<file path="src/sv/smc_pkg.sv">
// ----------------------------------------------------------------------------
// smc_pkg
// Shared types, constants and helpers of the small matrix calculator.
// ----------------------------------------------------------------------------
package smc_pkg;

    localparam int SIDE     = 8;
    localparam int MAX_DIM  = 8;
    localparam int IDX_W    = 3;
    localparam int ACC_W    = 36;
    localparam int WAIT_LEN = SIDE + 1;

    localparam logic [2:0] CFG_OPERATION = 3'd0;
    localparam logic [2:0] CFG_ROWS_A    = 3'd1;
    localparam logic [2:0] CFG_COLS_A    = 3'd2;
    localparam logic [2:0] CFG_ROWS_B    = 3'd3;
    localparam logic [2:0] CFG_COLS_B    = 3'd4;
    localparam logic [2:0] CFG_SCALAR    = 3'd5;

    typedef enum logic [1:0] {
        OP_WR_A  = 2'd0,
        OP_WR_B  = 2'd1,
        OP_START = 2'd2,
        OP_NONE  = 2'd3
    } t_op;

    typedef enum logic [1:0] {
        M_ADD = 2'd0,
        M_SUB = 2'd1,
        M_SCL = 2'd2,
        M_MAC = 2'd3
    } t_mode;

    typedef enum logic [1:0] {
        ST_OK    = 2'd0,
        ST_RANGE = 2'd1,
        ST_SHAPE = 2'd2,
        ST_RSVD  = 2'd3
    } t_status;

    typedef enum logic [2:0] {
        S_IDLE,
        S_ERR,
        S_FEED,
        S_WAIT,
        S_LOAD,
        S_DRAIN
    } t_state;

    typedef struct packed {
        logic               valid;
        t_mode              mode;
        logic [IDX_W-1:0]   k;
        logic signed [15:0] x;
    } t_tok;

    typedef struct packed {
        logic [IDX_W-1:0]   row;
        logic               order;
        logic               load;
        logic               shift;
        logic signed [15:0] scalar;
    } t_ctl;

    typedef struct packed {
        logic             we_a;
        logic             we_b;
        logic [IDX_W-1:0] row;
        logic [15:0]      value;
    } t_wr;

    function automatic logic dim_ok(input logic [3:0] d);
        dim_ok = (d != 4'd0) && ({28'd0, d} <= 32'(MAX_DIM)) && ({28'd0, d} <= 32'(SIDE));
    endfunction

    function automatic logic [31:0] sat32(input logic signed [ACC_W-1:0] v);
        if (v > ACC_W'(signed'(32'h7FFF_FFFF))) begin
            sat32 = 32'h7FFF_FFFF;
        end else if (v < ACC_W'(signed'(32'h8000_0000))) begin
            sat32 = 32'h8000_0000;
        end else begin
            sat32 = v[31:0];
        end
    endfunction

endpackage

</file>
<file path="src/sv/smc_ctrl.sv">
// ----------------------------------------------------------------------------
// smc_ctrl
// Sequencer: shape checks, row and inner-index counting, token injection
// into the cell chain and result emission.
// ----------------------------------------------------------------------------
module smc_ctrl (
    input  logic                          i_clk,
    input  logic                          i_rst_n,
    input  logic                          i_go,
    input  logic [1:0]                    i_operation,
    input  logic [3:0]                    i_rows_a,
    input  logic [3:0]                    i_cols_a,
    input  logic [3:0]                    i_rows_b,
    input  logic [3:0]                    i_cols_b,
    input  logic signed [15:0]            i_scalar,
    input  logic signed [15:0]            i_left [smc_pkg::SIDE],
    input  logic [31:0]                   i_res,
    output smc_pkg::t_ctl                 o_ctl,
    output smc_pkg::t_tok                 o_tok,
    output logic                          o_busy,
    output logic                          o_valid,
    output logic [2:0]                    o_out_row,
    output logic [2:0]                    o_out_col,
    output logic [31:0]                   o_out_value,
    output logic [1:0]                    o_status,
    output logic                          o_order,
    output logic                          o_last
);

    smc_pkg::t_state            r_state, n_state;
    smc_pkg::t_mode             r_mode, n_mode;
    smc_pkg::t_status           r_stat, n_stat;
    logic                       r_order, n_order;
    logic [3:0]                 r_nr, n_nr;
    logic [3:0]                 r_nc, n_nc;
    logic [3:0]                 r_inner, n_inner;
    logic [smc_pkg::IDX_W-1:0]  r_i, n_i;
    logic [smc_pkg::IDX_W-1:0]  r_j, n_j;
    logic [smc_pkg::IDX_W-1:0]  r_k, n_k;
    logic [3:0]                 r_cnt, n_cnt;

    logic                       r_valid, n_valid;
    logic [2:0]                 r_orow, n_orow;
    logic [2:0]                 r_ocol, n_ocol;
    logic [31:0]                r_oval, n_oval;
    logic [1:0]                 r_ostat, n_ostat;
    logic                       r_oord, n_oord;
    logic                       r_olast, n_olast;

    logic                       last_i;
    logic                       last_j;

    assign last_i = ({1'b0, r_i} == r_nr - 4'd1);
    assign last_j = ({1'b0, r_j} == r_nc - 4'd1);

    always_ff @(posedge i_clk) begin
        if (!i_rst_n) begin
            r_state <= smc_pkg::S_IDLE;
            r_valid <= 1'b0;
        end else begin
            r_state <= n_state;
            r_valid <= n_valid;
        end
    end

    always_ff @(posedge i_clk) begin
        r_mode  <= n_mode;
        r_stat  <= n_stat;
        r_order <= n_order;
        r_nr    <= n_nr;
        r_nc    <= n_nc;
        r_inner <= n_inner;
        r_i     <= n_i;
        r_j     <= n_j;
        r_k     <= n_k;
        r_cnt   <= n_cnt;
        r_orow  <= n_orow;
        r_ocol  <= n_ocol;
        r_oval  <= n_oval;
        r_ostat <= n_ostat;
        r_oord  <= n_oord;
        r_olast <= n_olast;
    end

    always_comb begin
        n_state = r_state;
        n_mode  = r_mode;
        n_stat  = r_stat;
        n_order = r_order;
        n_nr    = r_nr;
        n_nc    = r_nc;
        n_inner = r_inner;
        n_i     = r_i;
        n_j     = r_j;
        n_k     = r_k;
        n_cnt   = r_cnt;
        n_valid = 1'b0;
        n_orow  = r_orow;
        n_ocol  = r_ocol;
        n_oval  = r_oval;
        n_ostat = r_ostat;
        n_oord  = r_oord;
        n_olast = r_olast;

        o_tok       = '0;
        o_tok.mode  = r_mode;
        o_ctl.row   = r_i;
        o_ctl.order = r_order;
        o_ctl.load  = 1'b0;
        o_ctl.shift = 1'b0;
        o_ctl.scalar = i_scalar;

        case (r_state)
            smc_pkg::S_IDLE: begin
                if (i_go) begin
                    n_i     = '0;
                    n_j     = '0;
                    n_k     = '0;
                    n_order = 1'b0;
                    n_stat  = smc_pkg::ST_OK;
                    n_mode  = smc_pkg::t_mode'(i_operation);
                    n_state = smc_pkg::S_FEED;
                    if (i_operation != smc_pkg::M_MAC) begin
                        n_nr    = i_rows_a;
                        n_nc    = i_rows_a;
                        n_inner = 4'd1;
                        if (!smc_pkg::dim_ok(i_rows_a)) begin
                            n_stat  = smc_pkg::ST_RANGE;
                            n_state = smc_pkg::S_ERR;
                        end
                    end else if (!smc_pkg::dim_ok(i_rows_a) || !smc_pkg::dim_ok(i_cols_a) ||
                                 !smc_pkg::dim_ok(i_rows_b) || !smc_pkg::dim_ok(i_cols_b)) begin
                        n_stat  = smc_pkg::ST_RANGE;
                        n_state = smc_pkg::S_ERR;
                    end else if (i_cols_a == i_rows_b) begin
                        n_nr    = i_rows_a;
                        n_nc    = i_cols_b;
                        n_inner = i_cols_a;
                    end else if (i_cols_b == i_rows_a) begin
                        n_order = 1'b1;
                        n_nr    = i_rows_b;
                        n_nc    = i_cols_a;
                        n_inner = i_rows_a;
                    end else begin
                        n_stat  = smc_pkg::ST_SHAPE;
                        n_state = smc_pkg::S_ERR;
                    end
                end
            end
            smc_pkg::S_ERR: begin
                n_valid = 1'b1;
                n_orow  = '0;
                n_ocol  = '0;
                n_oval  = '0;
                n_ostat = r_stat;
                n_oord  = 1'b0;
                n_olast = 1'b1;
                n_state = smc_pkg::S_IDLE;
            end
            smc_pkg::S_FEED: begin
                o_tok.valid = 1'b1;
                o_tok.k     = (r_mode == smc_pkg::M_MAC) ? r_k : r_i;
                o_tok.x     = i_left[r_k];
                n_k         = r_k + 1'b1;
                if ({1'b0, r_k} == r_inner - 4'd1) begin
                    n_cnt   = '0;
                    n_state = smc_pkg::S_WAIT;
                end
            end
            smc_pkg::S_WAIT: begin
                n_cnt = r_cnt + 4'd1;
                if (r_cnt == 4'(smc_pkg::WAIT_LEN - 1)) begin
                    n_state = smc_pkg::S_LOAD;
                end
            end
            smc_pkg::S_LOAD: begin
                o_ctl.load = 1'b1;
                n_j        = '0;
                n_state    = smc_pkg::S_DRAIN;
            end
            smc_pkg::S_DRAIN: begin
                o_ctl.shift = 1'b1;
                n_valid = 1'b1;
                n_orow  = r_i;
                n_ocol  = r_j;
                n_oval  = i_res;
                n_ostat = smc_pkg::ST_OK;
                n_oord  = r_order;
                n_olast = last_i && last_j;
                n_j     = r_j + 1'b1;
                if (last_j) begin
                    if (last_i) begin
                        n_state = smc_pkg::S_IDLE;
                    end else begin
                        n_i     = r_i + 1'b1;
                        n_k     = '0;
                        n_state = smc_pkg::S_FEED;
                    end
                end
            end
            default: begin
                n_state = smc_pkg::S_IDLE;
            end
        endcase
    end

    assign o_busy      = (r_state != smc_pkg::S_IDLE);
    assign o_valid     = r_valid;
    assign o_out_row   = r_orow;
    assign o_out_col   = r_ocol;
    assign o_out_value = r_oval;
    assign o_status    = r_ostat;
    assign o_order     = r_oord;
    assign o_last      = r_olast;

endmodule

</file>
<file path="config.mk">
export PLATFORM = sky130hd
export DESIGN_NAME = smc_ctrl
export DESIGN_NICKNAME = d
export VERILOG_FILES = /design/src/sv/smc_pkg.sv /design/src/sv/smc_ctrl.sv
export SDC_FILE = /design/constraint.sdc
export NUM_CORES = 1
export LEC_CHECK = 0
export ABC_AREA = 1
export BUFFER_PORTS_ARGS = -buffer_cell sky130_fd_sc_hd__buf_2
export CAP_MARGIN = 20
export CELL_PAD_IN_SITES_DETAIL_PLACEMENT = 0
export CELL_PAD_IN_SITES_GLOBAL_PLACEMENT = 1
export CORE_MARGIN = 10
export CORE_UTILIZATION = 30
export CTS_CLUSTER_DIAMETER = 30
export DETAILED_ROUTE_END_ITERATION = 16
export HOLD_SLACK_MARGIN = 0.12
export PLACE_DENSITY = 0.79
export SYNTH_ARGS = -nofsm -noshare
export SYNTH_HDL_FRONTEND = slang
export SYNTH_SLANG_ARGS = --single-unit
</file>
<file path="constraint.sdc">
create_clock -name i_clk -period 3.6 [get_ports i_clk]
set_clock_uncertainty 0.15 [all_clocks]
set_input_delay 1.08 -clock i_clk [delete_from_list [all_inputs] [get_ports i_clk]]
set_output_delay 1.08 -clock i_clk [all_outputs]
set_load 0.1 [all_outputs]
</file>
# Yosys cells after proc, flatten, opt, wreduce, memory -nomap -nowiden
# Cells that the tools add are included.
# word_totals
regBits	76
input_bits	197
word_cells	140
# op_classes
addsub	7
n_lt_le_gt_ge	5
n_eq_ne	19
muxes	53
bitwise_logic	1
n_reduce_logical	37
# op_table
operator	n
32-bit case mux with 2 select lines	1
16-bit binary-select mux with 3-bit select	1
4-bit two-way mux	12
3-bit two-way mux	11
16-bit two-way mux	2
19-bit two-way mux	1
2-bit two-way mux	9
3-bit case mux with 2 select lines	3
3-bit case mux with 3 select lines	2
4-bit <= comparator (second input constant)	4
4-bit AND reduction	4
4-bit nonzero test	4
3-bit case mux with 5 select lines	1
2-bit inequality test (second input constant)	7
3-bit by 4-bit == test with 1-bit output	3
3-bit nonzero test	4
4-bit by 1-bit subtractor with 4-bit output (second input constant)	3
3-bit by 1-bit adder with 3-bit output (second input constant)	3
1-bit logical AND	9
4-bit == test	2
4-bit case mux with 2 select lines	1
3-bit by 2-bit == test with 1-bit output (second input constant)	2
3-bit == test (second input constant)	2
1-bit two-way mux	6
15 further kinds	25

# Logic depth before layout (Yosys ltp)
# depth
depth_word	11
ltp_mapped	12
mapped_depth_nobuf	12

# Worst setup path after synthesis
# Ideal clock, no wire load.
# synth_timing
path_kind	input-to-output
start	input port i_left[122] in the netlist's numbering
end	output port o_tok[10] in the netlist's numbering
arrival_ns	2.929
required_ns	2.370
setup_slack_ns	-0.559
cell_stages	4
n_path_buf	0
path_cell_list	nor2_1 nor2_1 o21ai_0 a31oi_1
# synth_lines
element	line	text
from (decl)	smc_ctrl.sv:16	input logic signed [15:0] i_left [smc_pkg::SIDE],
to (decl)	smc_ctrl.sv:19	output smc_pkg::t_tok o_tok,

==> key figures <==
Cells and area
  • Total Nets Final: 1,091
  • Commonest non-fill, non-tap cell in the layout: buf_2
  • Most frequent cells in the layout: 233 x buf_2, 177 x nor2_1, 94 x o21ai_0, 83 x inv_1, 72 x edfxtp_1
  • Non-filler cells, final: approximately 1,100
  • Share of cells above drive strength 1: 34.94%
  • Area grow syn2layout: 40.67%

Clocking
  • CTS buffer count: 9
  • Post-CTS Hold Buffers: 0
  • Clk pin slew, worst setup/hold paths: around 0.06 ns
  • Postcts setup bufs: 0
  • H-tree levels: 3
  • CTS resizes: 0
  • Sink Count: 76
  • Clock Root Buffer: clkbuf_16
  • Worst-skew pair later-pin latency: approximately 0.33 ns
  • CTS tree: yes
  • Worst-case clock buffer depth: 2

Setup path
  • Worst Setup Start Kind: flop
  • RR Startpoint: r_state[0]
  • Reg2reg path depth: 6
  • Kind of critical path: flop to output port
  • R2r endpoint: r_cnt[0]
  • FF-to-FF setup slack: about 1.3 ns
  • Max FO, Critical Path: 15
  • WP data required: ~2.4 ns
  • Crit. End Element: output port
  • Crit path arrival time: ~2.3 ns

Placement
  • Placed instance count: between 1,000 and 1,500
  • Final Wtd Congestion: slightly below 0.9
  • I/O Buffers: 252
  • HPWL Detailed: roughly 14 mm
  • Pre-CTS setup slack: 0.1297 ns

Global routing
  • Global route total overflow: 0
  • Antenna violations before repair: 2
  • Pin count of the biggest net entering global routing: between 50 and 60
  • GRT Total Usage: 15.25%
  • First-pass GRT wire length: 26.83 mm
  • Vias in the first global route: around 4,700

Route
  • Wire per inst: around 16 um
  • Vias per Instance: 4.485
  • DRT antenna net count: 0
  • DRT iter0 DRCs: approximately 260
  • Vias after detailed routing: ~5,000
  • # DRC: 0
  • Drt pass-1 iters: 5
  • Routed WL: ~18 mm

Yosys
  • #FFs+latches synth: 76
  • Post-synth EDFFs: 72
  • YS warnings: 0
  • Post-synth ARST share: 0%
  • Syn Inst Count: 658
  • Syn nets: around 860
  • Avg Synthesized Cell Area: 7.616 um^2
  • Sequential fraction of the synthesis area: ~45%
  • Netlist Area Pre-Place: around 5000 um^2
  • Most used DFF post-synth: edfxtp_1
  • Distinct cells, synth: 30

Min path
  • Worst Hold Class: flop to flop
  • HP Start: r_stat[0]
  • Hold Path Depth: 2
  • Hold EP: o_status[0]

Timing
  • # setup viols final: 0
  • Worst slew pin tran: 0.8226 ns
  • Min cycle time layout: about 3.5 ns
  • Fmax: 287.2 MHz
  • TNS Setup: 0 ns
  • Max transition margin: a little under half
  • RSZ-0062 raised after global routing: false
  • Post-route clock period utilization: between 90% and 100%
  • Final Hold Viols: 0
  • Final slew viol count: 0
  • PnR worst setup slack: about 0.12 ns

Pwr
  • Tot Pwr: slightly below 0.006 W
  • Worst VDD drop: 0.3404 mV
  • PD cells: around 840 nW/um^2
  • P_leak: ~3.3 nW

Job
  • Max-Cap Viols: 0

Floorplanning
  • Die height: about 150 um
  • Area of the core: 16,470 um^2
  • Die Wd: between 100 and 150 um
  • IO Pins: about 290
  • Starting Density: 30.43%
  • Die area: roughly 22,000 um^2
  • FP Rows: 47

Run status
  • Status: finished clean
-- kinds of logic after synthesis --
kind of cell / synth area share (%)
AOI/OAI and AO/OA: 16.28
adders and majority gates: 1.998
and+or+nand+nor: 20.85
buffers and inverters: 12.98
xor gates and xnor gates: 3.146
DFF: 44.74
-- critical path: stages, from the launching register on --
cell and delay [ns]:
edfxtp_1 0.46, inv_2 0.30, buf_4 0.22, o21ai_0 0.08
o22ai_1 0.26, o21ai_0 0.15, a31oi_2 0.24, buf_12 0.20
-- flip-flops by register name, indices dropped and copies added, names as in the netlist --
register and count:
r_inner 4, o_out_row 3, o_last 1, o_status 2, r_nr 4, r_mode 2
r_order 1, r_j 3, o_valid 1, r_nc 4, o_out_col 3, r_i 3
r_stat 2, r_k 3, o_order 1, r_cnt 4, r_state 3, o_out_value 32
-- worst max path at each step --
stage / startpoint / slack, ns / to
2_1_floorplan: r_state[0] / -0.42 / o_tok[17]
3_3_place_gp: i_left[24] / 0.09 / o_tok[8]
3_5_place_dp: i_left[24] / 0.13 / o_tok[8]
4_1_cts: r_k[1] / 0.10 / o_tok[13]
5_1_grt: r_k[0] / 0.01 / o_tok[13]
6_report: r_k[0] / 0.12 / o_tok[9]
-- routing by layer --
layer / share of wire (%) / GRT usage [%]
met5: 0 / 0
met2: 52 / 26.51
met3: 6.3 / 3.155
met4: 1.3 / 4.416
met1: 41 / 18.53
-- power by group --
group / internal (W) / switching, W
Clock: 0.000526 / 0.000317
Combinational: 0.000910 / 0.00281
Sequential: 0.00125 / 0.000123
Total: 0.00268 / 0.00325
-- cell usage after synthesis (all sizes together), types with 2 or more instances --
library cell	n	area, um^2
nor2	182	705.7
dfxtp	4	80.08
o22ai	18	112.6
ha	8	100.1
o211ai	2	15.01
buf	37	260.2
clkbuf	13	48.80
nand3	9	50.05
nand2	64	245.2
o21ai	101	505.5
edfxtp	72	2162
xnor2	10	87.58
inv	91	341.6
a21oi	15	75.07
xor2	8	70.07
nand4	4	25.02
a31oi	16	100.1
-- through the flow --
step	hold WS [ns]	util [%]	area, um^2
6_report	0.3546	42.81	7049
4_1_cts	0.3564	42.78	7044
3_3_place_gp	0.3425	41.12	6770
3_5_place_dp	0.3465	41.12	6770
2_1_floorplan	0.3314	-	5115
5_1_grt	0.3865	42.81	7049
-- layout make-up --
class / count / area, um^2
Fill cell: 1715 / 9417
Sequential cell: 76 / 2242
Multi-Input combinational cell: 441 / 2227
Timing Repair Buffer: 267 / 1684
Inverter: 91 / 341.6
Tap cell: 220 / 275.3
Clock buffer: 11 / 232.7
Clock inverter: 4 / 41.29
Antenna cell: 2 / 5.005
Note: power is estimated with default switching activity, not from simulation.
