$ cat config.mk
export PLATFORM = sky130hd
export DESIGN_NAME = smc_cell
export DESIGN_NICKNAME = d
export VERILOG_FILES = /design/src/sv/smc_pkg.sv /design/src/sv/smc_cell.sv
export SDC_FILE = /design/constraint.sdc
export NUM_CORES = 1
export LEC_CHECK = 0
export ABC_CLOCK_PERIOD_IN_PS = 11400
export BUFFER_PORTS_ARGS = -buffer_cell sky130_fd_sc_hd__clkbuf_2
export CAP_MARGIN = 20
export CORE_UTILIZATION = 35
export CTS_CLUSTER_SIZE = 28
export DETAILED_ROUTE_END_ITERATION = 7
export GPL_ROUTABILITY_DRIVEN = 0
export SLEW_MARGIN = 20
export SYNTH_ARGS = -nofsm -noshare
export SYNTH_HDL_FRONTEND = slang
export SYNTH_SLANG_ARGS = --single-unit
export TNS_END_PERCENT = 10
$ cat constraint.sdc
create_clock -name i_clk -period 11.4 [get_ports i_clk]
set_clock_uncertainty 0.2 [all_clocks]
set_input_delay 2.85 -clock i_clk [delete_from_list [all_inputs] [get_ports i_clk]]
set_output_delay 2.85 -clock i_clk [all_outputs]
set_load 0.1 [all_outputs]
$ cat src/sv/smc_pkg.sv
// ----------------------------------------------------------------------------
// smc_pkg
// Shared types, constants and helpers of the small matrix calculator.
// ----------------------------------------------------------------------------
package smc_pkg;

    localparam int SIDE     = 8;
    localparam int MAX_DIM  = 8;
    localparam int IDX_W    = 3;
    localparam int ACC_W    = 36;
    localparam int WAIT_LEN = SIDE + 1;

    localparam logic [2:0] CFG_OPERATION = 3'd0;
    localparam logic [2:0] CFG_ROWS_A    = 3'd1;
    localparam logic [2:0] CFG_COLS_A    = 3'd2;
    localparam logic [2:0] CFG_ROWS_B    = 3'd3;
    localparam logic [2:0] CFG_COLS_B    = 3'd4;
    localparam logic [2:0] CFG_SCALAR    = 3'd5;

    typedef enum logic [1:0] {
        OP_WR_A  = 2'd0,
        OP_WR_B  = 2'd1,
        OP_START = 2'd2,
        OP_NONE  = 2'd3
    } t_op;

    typedef enum logic [1:0] {
        M_ADD = 2'd0,
        M_SUB = 2'd1,
        M_SCL = 2'd2,
        M_MAC = 2'd3
    } t_mode;

    typedef enum logic [1:0] {
        ST_OK    = 2'd0,
        ST_RANGE = 2'd1,
        ST_SHAPE = 2'd2,
        ST_RSVD  = 2'd3
    } t_status;

    typedef enum logic [2:0] {
        S_IDLE,
        S_ERR,
        S_FEED,
        S_WAIT,
        S_LOAD,
        S_DRAIN
    } t_state;

    typedef struct packed {
        logic               valid;
        t_mode              mode;
        logic [IDX_W-1:0]   k;
        logic signed [15:0] x;
    } t_tok;

    typedef struct packed {
        logic [IDX_W-1:0]   row;
        logic               order;
        logic               load;
        logic               shift;
        logic signed [15:0] scalar;
    } t_ctl;

    typedef struct packed {
        logic             we_a;
        logic             we_b;
        logic [IDX_W-1:0] row;
        logic [15:0]      value;
    } t_wr;

    function automatic logic dim_ok(input logic [3:0] d);
        dim_ok = (d != 4'd0) && ({28'd0, d} <= 32'(MAX_DIM)) && ({28'd0, d} <= 32'(SIDE));
    endfunction

    function automatic logic [31:0] sat32(input logic signed [ACC_W-1:0] v);
        if (v > ACC_W'(signed'(32'h7FFF_FFFF))) begin
            sat32 = 32'h7FFF_FFFF;
        end else if (v < ACC_W'(signed'(32'h8000_0000))) begin
            sat32 = 32'h8000_0000;
        end else begin
            sat32 = v[31:0];
        end
    endfunction

endpackage

$ cat src/sv/smc_cell.sv
// ----------------------------------------------------------------------------
// smc_cell
// One result column: column storage of A and B, a multiply stage, an
// accumulator and a result register that shifts towards cell zero.
// ----------------------------------------------------------------------------
module smc_cell (
    input  logic                   i_clk,
    input  logic                   i_rst_n,
    input  smc_pkg::t_ctl          i_ctl,
    input  smc_pkg::t_wr           i_wr,
    input  smc_pkg::t_tok          i_tok,
    output smc_pkg::t_tok          o_tok,
    output logic signed [15:0]     o_left,
    input  logic [31:0]            i_res,
    output logic [31:0]            o_res
);

    logic [15:0]                          r_a [smc_pkg::SIDE];
    logic [15:0]                          r_b [smc_pkg::SIDE];
    smc_pkg::t_tok                        r_tok;
    logic                                 r_pv;
    logic                                 r_pfirst;
    logic                                 r_pmac;
    logic signed [smc_pkg::ACC_W-1:0]     r_p;
    logic                                 r_amac;
    logic signed [smc_pkg::ACC_W-1:0]     r_acc;
    logic [31:0]                          r_res;

    logic [smc_pkg::IDX_W-1:0]            addr_a;
    logic [smc_pkg::IDX_W-1:0]            addr_b;
    logic signed [15:0]                   rd_a;
    logic signed [15:0]                   rd_b;
    logic signed [15:0]                   mul_x;
    logic signed [15:0]                   mul_y;
    logic signed [31:0]                   prod;
    logic signed [smc_pkg::ACC_W-1:0]     n_p;
    logic signed [smc_pkg::ACC_W-1:0]     rnd;
    logic                                 mac;

    assign addr_a = i_ctl.order ? r_tok.k : i_ctl.row;
    assign addr_b = i_ctl.order ? i_ctl.row : r_tok.k;
    assign rd_a   = signed'(r_a[addr_a]);
    assign rd_b   = signed'(r_b[addr_b]);
    assign o_left = i_ctl.order ? rd_b : rd_a;
    assign mac    = (r_tok.mode == smc_pkg::M_MAC);

    always_comb begin
        mul_x = mac ? r_tok.x : rd_a;
        mul_y = mac ? (i_ctl.order ? rd_a : rd_b) : i_ctl.scalar;
        prod  = mul_x * mul_y;
        case (r_tok.mode)
            smc_pkg::M_ADD: n_p = smc_pkg::ACC_W'(rd_a) + smc_pkg::ACC_W'(rd_b);
            smc_pkg::M_SUB: n_p = smc_pkg::ACC_W'(rd_a) - smc_pkg::ACC_W'(rd_b);
            default:        n_p = smc_pkg::ACC_W'(prod);
        endcase
        rnd = (r_acc + smc_pkg::ACC_W'(128)) >>> 8;
    end

    always_ff @(posedge i_clk) begin
        if (i_wr.we_a) begin
            r_a[i_wr.row] <= i_wr.value;
        end
        if (i_wr.we_b) begin
            r_b[i_wr.row] <= i_wr.value;
        end
        r_p        <= n_p;
        r_pfirst   <= !mac || (r_tok.k == '0);
        r_pmac     <= mac;
        if (r_pv) begin
            r_acc  <= r_pfirst ? r_p : r_acc + r_p;
            r_amac <= r_pmac;
        end
        if (i_ctl.load) begin
            r_res <= r_amac ? smc_pkg::sat32(rnd) : smc_pkg::sat32(r_acc);
        end else if (i_ctl.shift) begin
            r_res <= i_res;
        end
    end

    always_ff @(posedge i_clk) begin
        if (!i_rst_n) begin
            r_tok <= '0;
            r_pv  <= 1'b0;
        end else begin
            r_tok <= i_tok;
            r_pv  <= r_tok.valid;
        end
    end

    assign o_tok = r_tok;
    assign o_res = r_res;

endmodule

Word level (Yosys, flattened, before mapping). Memories as Yosys holds them, arrays and structs flattened. Cells that the tools add are included. Widths: inputs -> output; s select.

Add/subtract/negate cells: 4. Multipliers: 1. Magnitude comparators: 4. Eq/ne operators: 2. Muxes and demuxes: 19. Reduce and logical (&&, ||, !) cells: 5.

Operators by type and width (number): $mux 32 (7); $pmux 36 s2 (1); $mux 16 (4); $add 36x36->36 (1); $add 36x9->36 const B (1); $gt 36x32->1 const B (1); $lt 36x32->1 const B (1); $mux 36 (1); $gt 28x32->1 const B (1); $lt 28x32->1 const B (1); $mul 16x16->32 (1); $add 16x16->17 (1); $sub 16x16->17 (1); $mux 3 (2); $mux 1 (4); $logic_not 3->1 (1); $eq 2x1->1 const B (1); $eq 2x2->1 const B (1); $logic_not 2->1 (1); $reduce_bool 2->1 (1); $logic_not 1->1 (1); $logic_or 1x1->1 (1).

Register bits: 130. Memory bits (writable): 256. Input port bits: 99. Output and inout bits: 70. Logic and storage cells: 48. Memories: 2.

Memory list: r_a (depth 8, width 16, read ports 1, clocked after memory_dff 0, wr ports 1, RTL line smc_cell.sv:18) `logic [15:0] r_a [smc_pkg::SIDE];`; r_b (depth 8, width 16, read ports 1, clocked after memory_dff 0, wr ports 1, RTL line smc_cell.sv:19) `logic [15:0] r_b [smc_pkg::SIDE];`.

Depth between registers and ports, before layout. Gate-level depths: netlist (run 1).

Word-level depth: 6. Depth in mapped cells: 32. Gate-level depth less buffers: 28.

Worst setup path before layout (run 1). Ideal clock, no wire load.

Kind: input to register. From: input port i_ctl[18] (netlist name). To: register r_p[34] (netlist name). Library setup time: 0.114 ns. Data arrival time: 10.459 ns. Required time: 11.086 ns. Path slack: 0.627 ns. Stages on the path: 26. Buffers on the path: 1. Path through: mux2i_1 -> buf_6 -> mux4_2 -> mux2i_1 -> mux2i_1 -> mux2_4 -> nand2_1 -> inv_1 -> fa_1 -> fa_1 -> fa_1 -> fa_1 -> fa_1 -> inv_1 -> fa_1 -> inv_1 -> ha_1 -> a21o_1 -> a21o_1 -> a21o_1 -> a211o_1 -> nor2_1 -> a21oi_1 -> a211oi_1 -> xnor2_1 -> a21o_1.

Word-level cells in the longest chain between the ends: 6. Elaborated cells on any way between the ends: 11. Classes of those cells: add/sub: 2; mul: 1; mux: 6; memory: 2.

RTL lines: start, declared (RTL line smc_cell.sv:9) `input smc_pkg::t_ctl i_ctl,`; $mux 3, on equally long branches (RTL line smc_cell.sv:41, smc_cell.sv:40); $mem_v2 8x16, on equally long branches; $mux 16 (2 in series) (RTL line smc_cell.sv:49) `mul_y = mac ? (i_ctl.order ? rd_a : rd_b) : i_ctl.scalar;`; $mul 16x16->32 (RTL line smc_cell.sv:50) `prod = mul_x * mul_y;`; $pmux 36 s2 * (RTL line smc_cell.sv:51) `case (r_tok.mode)`; end signal, assigned (RTL line smc_cell.sv:66) `r_p <= n_p;`; end, declared (RTL line smc_cell.sv:24) `logic signed [smc_pkg::ACC_W-1:0] r_p;`.

Mark *: on every way between the ends. The rest lies on a longest branch, timed or not. A chain may end at the register's enable or synchronous reset.

Final worst setup path (run 1).
From: input port i_ctl[18] (netlist name). To: register r_p[22] (netlist name).

Word-level cells in the longest chain between the ends: 6. Elaborated cells on any way between the ends: 11. Classes of those cells: add/sub: 2; mul: 1; mux: 6; memory: 2.

RTL lines: $mux 3, on equally long branches (RTL line smc_cell.sv:41, smc_cell.sv:40); $mem_v2 8x16, on equally long branches; $mux 16 (2 in series) (RTL line smc_cell.sv:49); $mul 16x16->32 (RTL line smc_cell.sv:50); $pmux 36 s2 * (RTL line smc_cell.sv:51); net n_p, one bit (RTL line smc_cell.sv:36) `logic signed [smc_pkg::ACC_W-1:0] n_p;`.

The timed path passes the listed nets; every way through them passes the cells marked *.

==> impl_metrics.tcl, run 1 <==
set metrics [dict create \
    crit_path_max_incr_delay_ps 580 \
    totalWireLength_microns 72200 \
    start_kind "input pin" \
    number_of_global_route_vias_before_repair 19400 \
    fin_crit_sh_pct 94.8 \
    drt_pass1_iterations 6 \
    synth.yosys.warnings 0 \
    grt_remaining_overflow 0 \
    worst_path_max_delay_cell "sky130_fd_sc_hd__mux4_2" \
    cts.sinks 382 \
    wp_data_required_ps 11660 \
    drt-vias-per-instance 5.00 \
    synth_cells 2544 \
    dp.final_hpwl_microns 55800 \
    final_max_slew_viol_count 0 \
    cts-hold-fix-buffers 0 \
    outcome "finished clean" \
    critPathMostFrequentCell "sky130_fd_sc_hd__fa_1" \
    postSynth.asyncResetShare_pct 0 \
    min-delay-path-class "reg2reg" \
    share_of_cells_above_drive_strength_1_pct 15.6 \
    post_synth_num_cell_types 73 \
    timing.slew.headroom_pct 25.1 \
    cts_tree "yes" \
    timing.setup.critical_path_class "in2reg" \
    synth_seq_cells 382 \
    port_buffers 168 \
    crit_buf_inv 7 \
    setup_violations 0 \
    syn_avg_cell_area_sq_um 11.3 \
    tritoncts.num_buffers 39 \
    drt_iter0_drc 1375 \
    cts_max_path_buffers 3 \
    worst_ep_arrival_time_ps 11080 \
    core_sq_um 80900 \
    ys_dominant_reg_cell "sky130_fd_sc_hd__edfxtp_1" \
    maxCapViolations 0 \
    cts-resized-gates 0 \
    routed_wire_length_per_instance_microns 18.8 \
    worst_pin_slew_ps 1120 \
    max_clock_freq_mhz 92.5 \
    rows 104 \
    grt_start_max_net_pins 73 \
    start_util_pct 35.5 \
    rsz0062_at_grt "false" \
    areaGrowthSynthToFinish_pct 13.3 \
    insertion_delay_ps 590 \
    die_w_microns 289 \
    numnets_final 3270 \
    synthTopCellsByArea "sky130_fd_sc_hd__edfxtp_1 (34%), sky130_fd_sc_hd__fa_1 (18%), sky130_fd_sc_hd__ha_1 (6.5%)" \
    critPathMaxFanout 32 \
    synth_top_cell_by_area "sky130_fd_sc_hd__edfxtp_1" \
    synth_fp_nets 3058 \
    cts_setup_buffers 0 \
    floorplan.die_area_sq_um 83300 \
    crit_path_end_kind "flop" \
    synth.top_cell.area_share_pct 33.9 \
    hold-worst-slack_ps 335 \
    num_vias 19200 \
    drc_errors 0 \
    synth-edff-count 325 \
    final_util_pct 40.3 \
    die_y_microns 289 \
    final_period_minus_worst_setup_slack_ps 10810 \
    clk_root_buffer_cell "sky130_fd_sc_hd__clkbuf_16" \
    timing_hold_violations_final 0 \
    grt_antenna_before_repair 3 \
    ant_nets 0 \
    cts-htree-levels 2 \
    synth_sequential_area_ratio_pct 37.9 \
    fill_cells 7852 \
    n_antenna_cell 0 \
    ioPinCount 169 \
    synth.cell_area_sq_um 28800 \
    clk_pin_slew_ps 60 \
    cpLargestDelayFamily "adder cells" \
    globalRouteTotalUtil_pct 17.6 \
    grt_first_pass_wirelength_microns 113000 \
]
registers in the layout, summed over array words and instances, names as in the netlist:
register,flops
o_res,32
r_pfirst,1
r_a,128
r_acc,36
r_pv,1
r_p,32
o_tok,22
r_pmac,1
r_amac,1
r_b,128
Yosys cell counts, types with 57 or more instances:
cell type                  count
sky130_fd_sc_hd__xnor2_1      67
sky130_fd_sc_hd__mux2i_1      61
sky130_fd_sc_hd__dfxtp_1      57
sky130_fd_sc_hd__a21oi_1      74
sky130_fd_sc_hd__mux4_2       63
sky130_fd_sc_hd__o21ai_0     113
sky130_fd_sc_hd__nor2_1      204
sky130_fd_sc_hd__nand2_1     230
sky130_fd_sc_hd__inv_1       361
sky130_fd_sc_hd__ha_1        150
sky130_fd_sc_hd__fa_1        265
sky130_fd_sc_hd__edfxtp_1    325
worst reg2reg max path: stages (launching register included):
cell	delay, ps
sky130_fd_sc_hd__dfxtp_1	310
sky130_fd_sc_hd__buf_4	280
sky130_fd_sc_hd__nand2_1	100
sky130_fd_sc_hd__buf_4	270
sky130_fd_sc_hd__inv_1	870
sky130_fd_sc_hd__buf_4	370
sky130_fd_sc_hd__mux2i_4	560
sky130_fd_sc_hd__nor2_1	150
sky130_fd_sc_hd__fa_1	570
sky130_fd_sc_hd__inv_1	60
sky130_fd_sc_hd__fa_1	510
sky130_fd_sc_hd__fa_1	520
sky130_fd_sc_hd__inv_1	50
sky130_fd_sc_hd__fa_1	480
sky130_fd_sc_hd__fa_1	550
sky130_fd_sc_hd__inv_1	50
sky130_fd_sc_hd__fa_1	520
sky130_fd_sc_hd__inv_1	40
sky130_fd_sc_hd__ha_1	370
sky130_fd_sc_hd__a21oi_1	220
sky130_fd_sc_hd__a21boi_0	120
sky130_fd_sc_hd__a311oi_1	250
sky130_fd_sc_hd__o31ai_1	160
sky130_fd_sc_hd__a21o_1	200
sky130_fd_sc_hd__a21o_1	190
sky130_fd_sc_hd__a21oi_1	180
sky130_fd_sc_hd__nor4b_1	70
sky130_fd_sc_hd__or4_1	490
through the flow:
stage	instance area, sq um	cells	TNS (ps)	setup WS (ps)
finish	32600	3847	0	587
global route	32600	3847	0	192
CTS	32600	3847	0	613
detailed placement	31300	3775	-26.9	-26.9
global placement	31300	3775	0	125
floorplan	28800	2544	0	627
path summary, 6_finish.rpt:
check             startpoint      end  slack (ps)  cells past startpoint
setup / recovery   i_ctl[18]  r_p[22]         590                     29
hold / removal     o_tok[21]     r_pv         340                      1
setup reg to reg   o_tok[19]  r_p[22]        2610                     27
hold reg to reg    o_tok[21]     r_pv         340                      1
layer usage:
layer  vias to the layer above  track usage (%)  part of all wire (%)
li1                       9097                -                     -
met1                      9414             24.5                    45
met2                       607             28.0                    45
met3                       112             2.88                   6.3
met4                         2             5.70                   3.1
met5                         -                0                 0.017
layout make-up:
type	instances	area (sq um)	share of cell area, %
timing repair buffer	259	1600	4.91
inverter	361	1360	4.16
clock inverter	25	256	0.787
sequential	382	10900	33.5
multi-input combinational	1713	16100	49.5
clock buffer	47	1030	3.15
tap	1060	1330	4.07
cell families after synthesis:
kind of cell	synth area share, %
AOI/OAI and AO/OA	8.57
xor gates and xnor gates	3.08
adders and majority gates	25.0
buffers and inverters	6.32
DFF	37.9
muxes	9.13
and+or+nand+nor	10.0
layout by cell type, fill, tap and decap left out, drive strengths merged, types with 6 or more instances in the layout:
master    n
a211oi   17
a21boi    6
a21o     44
a21oi    74
a31oi    35
and2     42
and3     10
buf      91
clkbuf  215
clkinv   15
dfxtp    57
edfxtp  325
fa      265
ha      150
inv     367
mux2     14
mux2i    86
mux4     64
nand2   230
nand2b   40
nand3    24
nand4     8
nor2    204
nor2b    17
nor3     22
o21a     25
o21ai   132
o21bai   13
or2       7
or3       8
xnor2    67
xor2     34
Power of run 1 is not shown: default switching activity piles up to over one toggle a cycle in this logic, so the estimate is an artifact.
==> inputs of run 2 (changes only) <==
--- a/config.mk
+++ b/config.mk
@@ -6,11 +6,11 @@
 export NUM_CORES = 1
 export LEC_CHECK = 0
 export ABC_CLOCK_PERIOD_IN_PS = 11400
-export BUFFER_PORTS_ARGS = -buffer_cell sky130_fd_sc_hd__clkbuf_2
 export CAP_MARGIN = 20
 export CORE_UTILIZATION = 35
 export CTS_CLUSTER_SIZE = 28
 export DETAILED_ROUTE_END_ITERATION = 7
+export DONT_BUFFER_PORTS = 1
 export GPL_ROUTABILITY_DRIVEN = 0
 export SLEW_MARGIN = 20
 export SYNTH_ARGS = -nofsm -noshare
==> impl_metrics.tcl, run 2 (synthesis results as in run 1) <==
set metrics [dict create \
    insertion_delay_ps 590 \
    drt_iter0_drc 1490 \
    grt_remaining_overflow 0 \
    min-delay-path-class "reg2reg" \
    cts-htree-levels 2 \
    final_period_minus_worst_setup_slack_ps 10730 \
    drt_pass1_iterations 5 \
    cts_max_path_buffers 3 \
    tritoncts.num_buffers 40 \
    fin_crit_sh_pct 94.2 \
    number_of_global_route_vias_before_repair 19300 \
    clk_root_buffer_cell "sky130_fd_sc_hd__clkbuf_16" \
    die_w_microns 289 \
    ant_nets 0 \
    numnets_final 3089 \
    grtUsageMet1_pct 22.8 \
    start_util_pct 35.5 \
    dp.final_hpwl_microns 56600 \
    setup_violations 0 \
    worst-r2r-setup-slack_ps 2440 \
    num_vias 18900 \
    rows 104 \
    reg2regPathDepth 26 \
    min_delay_path_depth 2 \
    start_kind "input pin" \
    cts-resized-gates 0 \
    worst_ep_arrival_time_ps 10990 \
    globalRouteTotalUtil_pct 17.6 \
    cts_setup_buffers 0 \
    worst_r2r_startpoint "o_tok[18]" \
    cts.sinks 382 \
    layout.cells.most_common_list "sky130_fd_sc_hd__inv_1 (360), sky130_fd_sc_hd__edfxtp_1 (325), sky130_fd_sc_hd__fa_1 (265)" \
    grt_antenna_before_repair 7 \
    outcome "finished clean" \
    final_common_cell "sky130_fd_sc_hd__inv_1" \
    final_area_sq_um 31900 \
    worst_pin_slew_ps 1170 \
    fill_cells 7777 \
    core_sq_um 80900 \
    floorplan.die_area_sq_um 83300 \
    wp_data_required_ps 11660 \
    top_registers "r_a (128), r_b (128), r_acc (36)" \
    share_of_cells_above_drive_strength_1_pct 10.9 \
    min-delay-start "r_p[26]" \
    timing_hold_violations_final 0 \
    busiest_layer "met2" \
    areaGrowthSynthToFinish_pct 10.9 \
    timing.slew.headroom_pct 21.9 \
    drc_errors 0 \
    crit_path_end_kind "flop" \
    critPathMaxFanout 38 \
    cts-hold-fix-buffers 0 \
    detailed_place.area_sq_um 30600 \
    maxCapViolations 0 \
    port_buffers 0 \
    totalWireLength_microns 72700 \
    timing.setup.critical_path_class "in2reg" \
    ioPinCount 169 \
    rsz0062_at_grt "false" \
    cts_tree "yes" \
    worst_hold_path.endpoint "r_acc[26]" \
    final_max_slew_viol_count 0 \
    routed_wire_length_per_instance_microns 19.8 \
    final.setup.tns_ps 0 \
    grt_first_pass_wirelength_microns 112000 \
    met2_usage_pct 28.4 \
    globalRouteMet3Util_pct 4.73 \
    grt_start_max_net_pins 73 \
    worst_r2r_endpoint "r_p[22]" \
    max_clock_freq_mhz 93.2 \
    clk_pin_slew_ps 60 \
    drt-vias-per-instance 5.15 \
    die_y_microns 289 \
]
==> run 2: how the worst max path moves through the flow <==
stage,start,to
6_report,i_ctl[18],r_p[22]
5_1_grt,i_ctl[18],r_p[22]
3_5_place_dp,i_ctl[18],r_p[22]
4_1_cts,i_ctl[18],r_p[22]
3_3_place_gp,i_ctl[18],r_p[22]
2_1_floorplan,i_ctl[18],r_p[34]
==> run 2: routing by layer <==
layer | part of all wire (%) | up-vias
met3 | 8.8 | 104
met4 | 3.0 | 4
met5 | 0.034 | -
li1 | - | 8730
met1 | 42 | 9319
met2 | 46 | 708
==> run 2: area by class of cell <==
type                       count  area, sq um  area share, %
timing repair buffer          77          783           2.45
multi-input combinational   1713        16300           51.0
clock buffer                  52         1130           3.53
sequential                   382        10900           34.2
antenna                        4         10.0         0.0314
tap                         1060         1330           4.16
inverter                     361         1360           4.25
clock inverter                17          129          0.404
==> run 2: through the flow <==
step	std cells	util (%)	hold WS (ps)	worst slack (ps)
global placement	3591	37.8	332	164
finish	3666	39.4	336	666
CTS	3661	39.4	342	719
floorplan	2544	-	186	627
detailed placement	3592	37.8	335	104
global route	3664	39.4	367	261
==> run 2: worst max-delay path, stage by stage <==
cell                       delay, ps
sky130_fd_sc_hd__mux2i_4         470
sky130_fd_sc_hd__mux4_1          610
sky130_fd_sc_hd__mux2i_1         660
sky130_fd_sc_hd__nand2_1         150
sky130_fd_sc_hd__o21ai_1         510
sky130_fd_sc_hd__nor2_1          190
sky130_fd_sc_hd__fa_1            570
sky130_fd_sc_hd__inv_1            50
sky130_fd_sc_hd__fa_1            500
sky130_fd_sc_hd__fa_1            510
sky130_fd_sc_hd__inv_1            50
sky130_fd_sc_hd__fa_1            460
sky130_fd_sc_hd__fa_1            540
sky130_fd_sc_hd__inv_1            50
sky130_fd_sc_hd__fa_1            520
sky130_fd_sc_hd__inv_1            40
sky130_fd_sc_hd__ha_1            360
sky130_fd_sc_hd__a21oi_1         180
sky130_fd_sc_hd__o21ai_0         140
sky130_fd_sc_hd__a311oi_1        270
sky130_fd_sc_hd__o31ai_1         140
sky130_fd_sc_hd__a21o_1          200
sky130_fd_sc_hd__a21o_1          190
sky130_fd_sc_hd__a21oi_1         180
sky130_fd_sc_hd__nor4b_1          70
sky130_fd_sc_hd__or4_1           490
Power of run 2 is left out for the same reason.
